[config.mk]
export PLATFORM = sky130hd
export DESIGN_NAME = lmsaf_cell
export DESIGN_NICKNAME = d
export VERILOG_FILES = /design/src/hw/rtl/lmsaf_pkg.sv /design/src/hw/rtl/lmsaf_cell.sv
export SDC_FILE = /design/constraint.sdc
export NUM_CORES = 1
export LEC_CHECK = 0
export BUFFER_PORTS_ARGS = -buffer_cell sky130_fd_sc_hd__buf_4
export CORE_AREA = 2 2 69 71
export CTS_CLUSTER_DIAMETER = 120
export DETAILED_ROUTE_END_ITERATION = 12
export DIE_AREA = 0 0 71 73
export PLACE_DENSITY_LB_ADDON = 0.05
export SLEW_MARGIN = 20
export SYNTH_ARGS = -nofsm -noshare
export SYNTH_HDL_FRONTEND = slang
export SYNTH_SLANG_ARGS = --single-unit
[constraint.sdc]
create_clock -name clk -period 3.18 [get_ports clk]
set_input_delay 0.636 -clock clk [delete_from_list [all_inputs] [get_ports clk]]
set_output_delay 0.636 -clock clk [all_outputs]
set_load 0.005 [all_outputs]
[src/hw/rtl/lmsaf_pkg.sv]
// Shared types, constants and saturation helpers for the LMS adaptive FIR.
// No dependencies; used by lmsaf_cell, lms_adaptive_fir_unit and the testbench.
`timescale 1ns / 1ps

package lmsaf_pkg;

  // Sample and weight formats
  localparam int SMP_W = 16;  // Q1.15
  localparam int WGT_W = 32;  // Q2.30
  localparam int MU_W  = 16;  // Q0.16 unsigned
  localparam int PRD_W = WGT_W + SMP_W;  // shared multiplier product

  // Defaults and reset values
  localparam int MAX_TAPS_DEF = 32;
  localparam int TAPS_RESET   = 32;
  localparam logic [MU_W-1:0] STEP_RESET = 16'd328;

  // Configuration register indexes
  localparam int CFG_IDX_W = 1;
  localparam logic [CFG_IDX_W-1:0] REG_STEP_SIZE   = 1'b0;
  localparam logic [CFG_IDX_W-1:0] REG_TAPS_IN_USE = 1'b1;
  localparam int CFG_DATA_W = 16;

  // One tap: weight and the sample that lines up with it
  typedef struct packed {
    logic signed [WGT_W-1:0] w;
    logic signed [SMP_W-1:0] s;
  } tap_t;

  // Control shared by every cell in the ring
  typedef struct packed {
    logic clear;   // zero weight and sample
    logic shift;   // take a new sample from the left neighbor
    logic rotate;  // take the whole tap from the right neighbor
  } cell_ctrl_t;

  // Clip a 17-bit signed value to 16 bits
  function automatic logic signed [SMP_W-1:0] sat_smp(input logic signed [SMP_W:0] v);
    logic signed [SMP_W-1:0] r;
    if (v[SMP_W] != v[SMP_W-1]) begin
      r = v[SMP_W] ? {1'b1, {(SMP_W-1){1'b0}}} : {1'b0, {(SMP_W-1){1'b1}}};
    end else begin
      r = v[SMP_W-1:0];
    end
    return r;
  endfunction

  // Clip a 33-bit signed value to 32 bits
  function automatic logic signed [WGT_W-1:0] sat_wgt(input logic signed [WGT_W:0] v);
    logic signed [WGT_W-1:0] r;
    if (v[WGT_W] != v[WGT_W-1]) begin
      r = v[WGT_W] ? {1'b1, {(WGT_W-1){1'b0}}} : {1'b0, {(WGT_W-1){1'b1}}};
    end else begin
      r = v[WGT_W-1:0];
    end
    return r;
  endfunction

endpackage

[src/hw/rtl/lmsaf_cell.sv]
// One tap cell of the LMS ring: holds a weight and its delay-line sample.
// Depends on lmsaf_pkg for tap_t and cell_ctrl_t.
`timescale 1ns / 1ps

module lmsaf_cell (
  input  logic                                   clk,
  input  logic                                   rst,
  input  lmsaf_pkg::cell_ctrl_t                  ctrl,
  input  logic signed [lmsaf_pkg::SMP_W-1:0]     smp_in,
  input  lmsaf_pkg::tap_t                        rot_in,
  output lmsaf_pkg::tap_t                        tap
);

  // Clear, shift the delay line, or rotate the ring
  always_ff @(posedge clk) begin
    if (rst || ctrl.clear) begin
      tap <= '0;
    end else if (ctrl.shift) begin
      tap.s <= smp_in;
    end else if (ctrl.rotate) begin
      tap <= rot_in;
    end
  end

endmodule

==> run metrics, run 1 <==
RR Endpoint=tap[7]; CTS tree=built; WL per Instance=~13 um; post-DP HPWL=between 3000 and 4000 um; Slowest-stage cell, CP=nor2b_4; Clock Latency Late Sink=290 ps; Pwr Density=between 400 and 500 mW/mm^2; Routed WL=4820 um; worst min-delay path class=flip-flop to flip-flop; IO Count=approximately 120; vias in the first global route=about 1600; CP Launch Type=primary input; share of cells above drive strength 1=0.444; largest area contributor in the netlist=dfxtp_1; critical path, cell by cell=buf_4 -> nor2b_4 -> nand2_1 -> a21oi_1; post-route core utilization=0.636; post_cts resized=0; initial antenna violation count=0; Hold Worst Slack=around 460 ps; Mapped Area=roughly 0.0020 sq mm; vias per cell=4.74; worst-margin pin slew=706 ps; # port buffers=~120; count of final max-slew check failures=0; max frequency=611 MHz; setup bufs post-CTS=0; Max-cap violations=0; post-route setup slack=between 1500 and 2000 ps; WP depth=4; core footprint=0.00454 sq mm; DRT antenna net count=0; Layout area overhead=45.8%; endpoints failing setup=0; Total Routing Usage GR=0.182; post-synth top area share=0.486; largest reg by FF count=tap; count of standard-cell rows=25; initial core utilization=0.436; Critical Path RT=approximately 3400 ps; Yosys Warn Count=0; worst-case reg-to-reg path depth=3; largest net degree at the start of global routing=49; die width=around 71 um; Rel. slew slack=0.528; # H-tree levels=2; CTS Buffer Depth=2; clock skew after layout=0 ps; antenna cells=0; top flop regs=tap (48); grt met1 use=0.215; crit path from=ctrl[0]; CP bufs+invs=1; Synth Instances=approximately 210; crit end category=flip-flop; cts bufs inserted=5; Fill cells=425; crit-path max FO=32; drt drc=0; Pleak=1.36 nW; placed cell count=between 300 and 400; most used routing layer=met2; RSZ-0062 raised after global routing=no; nets=between 300 and 400; VDD IR-drop max=between 0.2 and 0.3 mV; FF+latch count, synth=48; hold_buf cts=0; Syn Area/Cell=9.38 sq um; Setup TNS=0 ps; sequential area share after synthesis=0.486; library cells used by synthesis=15; first-pass GRT wire length=around 7500 um; met2 Use GR=0.306; RePlAce Congestion=about 0.75; 1st-pass router iterations=4; critical path type=primary input to flip-flop; filler-free cell count of the finished design=374; period utilization=0.514; Worst path max stage delay=670 ps; grt ovf=0; met3 usage=0.0704; DRT iter0 DRCs=between 100 and 150; max FFs per register=48; Synth Net Count=280; die height=between 70 and 80 um; # clock sinks=48; Reg-to-Reg Start=tap[7]; setup slack at placement=1190 ps; total number of vias=~1800; outcome=completed; r2r setup slk=about 2300 ps; Crit path max-delay family=simple AND/OR/NAND/NOR gates; die footprint=roughly 0.0052 sq mm; worst endpoint data arrival time=1860 ps; Power Total=1.23 mW; CP Capture Point=tap[33]; Root Driver=clkbuf_8; Area contributors post-synth=dfxtp_1 49%, nand2_1 12%, a21oi_1 8.1%; DP Area=roughly 0.0028 sq mm; crit path time final=1640 ps; Design Area, Final=a little under 0.003 sq mm; clock slew at reported path FFs=around 80 ps; endpoints failing hold=0
## routing by layer
metal  wire, um  share of wire  vias up
met2       2340           0.48       64
met5          0              0        -
met3        433          0.090        5
met1       1990           0.41      803
met4         55          0.011        0
li1           -              -      900
## area by class of cell
type                    instances  area, sq um  share of cell area
clock inverters                 2         35.0              0.0121
well taps                      54         67.6              0.0234
flip-flops and latches         48          961               0.333
clock buffers                   6         72.6              0.0252
multi-input cells             147          870               0.302
repair buffers                117          878               0.305
## logic make-up after synthesis
group | synth area share
AOI/OAI and AO/OA | 0.0810
and+or+nand+nor | 0.168
buffers and inverters | 0.0746
DFF | 0.486
muxes | 0.191
## Yosys cell counts (all sizes together)
cell,n
a21oi,32
buf,14
clkbuf,2
dfxtp,48
mux2,16
mux2i,16
nand2,64
nor2,16
nor2b,1
or2,1
or2b,1
## where the power goes
group | internal, mW | total, mW | switching (mW)
logic | 0.113 | 0.183 | 0.0697
clock network | 0.233 | 0.424 | 0.191
registers | 0.618 | 0.627 | 0.00872
total | 0.965 | 1.23 | 0.269
## cell usage in the layout (no fill, tap or decap)
| master | n |
|---|---|
| buf_4 | 117 |
| nand2_1 | 64 |
| dfxtp_1 | 48 |
| a21oi_1 | 32 |
| mux2i_1 | 16 |
| nor2_1 | 16 |
| mux2_4 | 10 |
| mux2_2 | 6 |
| clkbuf_8 | 5 |
| nor2b_4 | 1 |
| or2b_4 | 1 |
| or2_1 | 1 |
| clkinv_2 | 1 |
| bufinv_16 | 1 |
| clkbuf_1 | 1 |
## worst min-delay path by stage
| stage | startpoint | to | slack [ps] | cells after the start |
|---|---|---|---|---|
| detailed placement | tap[39] | tap[39] | 450 | 2 |
| floorplan | tap[16] | tap[16] | 450 | 2 |
| global route | tap[22] | tap[22] | 480 | 2 |
| global placement | tap[39] | tap[39] | 440 | 2 |
| finish | tap[39] | tap[39] | 460 | 2 |
| CTS | tap[39] | tap[39] | 460 | 2 |
## worst min-delay path: cells and delay by family, from the launching register on
family / cells / cell delay [ps]
compound gates: 1 / 50
simple gates: 1 / 50
flops: 1 / 310
Power figures use the tool's default switching activity.
==> run 2: changes to the inputs <==
--- a/config.mk
+++ b/config.mk
@@ -6,10 +6,10 @@
 export NUM_CORES = 1
 export LEC_CHECK = 0
 export BUFFER_PORTS_ARGS = -buffer_cell sky130_fd_sc_hd__buf_4
-export CORE_AREA = 2 2 69 71
+export CORE_AREA = 2 2 71 73
 export CTS_CLUSTER_DIAMETER = 120
 export DETAILED_ROUTE_END_ITERATION = 12
-export DIE_AREA = 0 0 71 73
+export DIE_AREA = 0 0 73 75
 export PLACE_DENSITY_LB_ADDON = 0.05
 export SLEW_MARGIN = 20
 export SYNTH_ARGS = -nofsm -noshare
==> constraint.sdc (replaced) <==
create_clock -name clk -period 1.6 [get_ports clk]
set_input_delay 0.32 -clock clk [delete_from_list [all_inputs] [get_ports clk]]
set_output_delay 0.32 -clock clk [all_outputs]
set_load 0.005 [all_outputs]
==> run metrics, run 2 (synthesis results as in run 1) <==
largest reg by FF count=tap (unchanged); outcome=completed (unchanged); hold_buf cts=0 (unchanged); worst-margin pin slew=492 ps (was 706 ps); antenna cells=0 (unchanged); Worst path max stage delay=350 ps (was 670 ps); Routed WL=4860 um (was 4820 um); Layout area overhead=46.4% (was 45.8%); grt ovf=0 (unchanged); endpoints failing hold=0 (unchanged); max FFs per register=48 (unchanged); crit end category=output pin (was flip-flop); worst min-delay path class=primary input to flip-flop (was flip-flop to flip-flop); count of final max-slew check failures=0 (unchanged); Critical Path RT=1280 ps (was 3400 ps); initial antenna violation count=0 (unchanged); DP Area=0.00280 sq mm (was 0.00278 sq mm); die footprint=0.00548 sq mm (was 0.00518 sq mm); 1st-pass router iterations=4 (unchanged); Clock Latency Late Sink=280 ps (was 290 ps); Max-cap violations=0 (unchanged); core footprint=0.00466 sq mm (was 0.00454 sq mm); CTS Buffer Depth=2 (unchanged); setup slack at placement=225 ps (was 1190 ps); vias in the first global route=1668 (was 1620); CTS tree=built (unchanged); most common cell after layout, fill and taps aside=buf_4 (unchanged); vias per cell=4.73 (was 4.74); CP Launch Type=flip-flop (was primary input); CP bufs+invs=1 (unchanged); VDD IR-drop max=0.563 mV (was 0.292 mV); nets=390 (was 388); Rel. slew slack=0.672 (was 0.528); drt drc=0 (unchanged); total number of vias=1778 (was 1772); # clock sinks=48 (unchanged); RSZ-0062 raised after global routing=no (unchanged); post-DP HPWL=3390 um (was 3430 um); die width=73 um (was 71 um); initial core utilization=0.424 (was 0.436); critical path type=flip-flop to output pin (was primary input to flip-flop); Pleak=1.37 nW (was 1.36 nW); WL per Instance=12.9 um (about the same); post_cts resized=0 (unchanged); critical path, cell by cell=buf_4 (was buf_4 -> nor2b_4 -> nand2_1 -> a21oi_1); worst endpoint data arrival time=760 ps (was 1860 ps); period utilization=0.674; cts bufs inserted=5 (unchanged); clock slew at reported path FFs=80 ps (about the same); crit path time final=1080 ps; Root Driver=clkbuf_8 (unchanged); DRT iter0 DRCs=94 (was 102); largest net degree at the start of global routing=49 (unchanged); die height=75 um (was 73 um); Design Area, Final=0.00290 sq mm (was 0.00288 sq mm); Total Routing Usage GR=0.171 (was 0.182); Pwr Density=808 mW/mm^2 (was 428 mW/mm^2); Slowest-stage cell, CP=dfxtp_1 (was nor2b_4); setup bufs post-CTS=0 (unchanged); Setup TNS=0 ps (unchanged); max frequency=~930 MHz; Fill cells=443 (was 425); # port buffers=116 (unchanged); count of standard-cell rows=25 (unchanged); # H-tree levels=2 (unchanged); Power Total=2.34 mW (was 1.23 mW); post-route setup slack=522 ps (was 1540 ps); first-pass GRT wire length=7340 um (was 7490 um); RePlAce Congestion=0.709 (was 0.750); top flop regs=tap (48) (unchanged); endpoints failing setup=0 (unchanged); share of cells above drive strength 1=0.450 (was 0.444); IO Count=117 (unchanged); clock skew after layout=0 ps (unchanged); Crit path max-delay family=flip-flops (was simple AND/OR/NAND/NOR gates); most frequent cells in the layout=118 x buf_4, 64 x nand2_1, 48 x dfxtp_1, 32 x a21oi_1 (was 117 x buf_4, 64 x nand2_1, 48 x dfxtp_1, 32 x a21oi_1); DRT antenna net count=0 (unchanged); crit-path max FO=2 (was 32)
-- run 2: changes by cell type in the layout (fill, tap and decap cells not counted), sizes merged --
cell    before  now
bufinv       1    0
buf        117  119
clkinv       1    2
-- run 2: final timing paths --
check,cells past startpoint,to,start,slack [ps]
worst min-delay path,3,tap[0],smp_in[0],260
worst max register to register,3,tap[10],tap[10],690
worst max-delay path,1,tap[12],tap[12],520
worst min register to register,2,tap[26],tap[26],460
-- run 2: per-stage QoR --
stage          hold slack, ps  cells   util
6_report                  261    376  0.621
5_1_grt                   254    376  0.621
4_1_cts                   256    376  0.621
3_5_place_dp              447    368  0.602
3_3_place_gp              442    368  0.602
2_1_floorplan             453    211      -
-- run 2: layout make-up --
cell class	instances	area (sq um)	share of cell area
Clock buffer	6	82.6	0.0285
Clock inverter	2	10.0	0.00346
Multi-Input combinational cell	147	870	0.300
Sequential cell	48	961	0.332
Tap cell	54	67.6	0.0233
Timing Repair Buffer	119	906	0.313
-- run 2: report_power, final --
group	internal (mW)	switching, mW
clock network	0.345	0.377
logic	0.232	0.141
registers	1.23	0.0175
total	1.81	0.536
-- run 2: per-layer routing --
metal | vias up | wire length [um] | global-route usage
li1 | 904 | - | -
met4 | 0 | 49 | 0.0370
met1 | 793 | 2110 | 0.206
met3 | 6 | 430 | 0.0602
met5 | - | 0 | 0
met2 | 75 | 2260 | 0.297
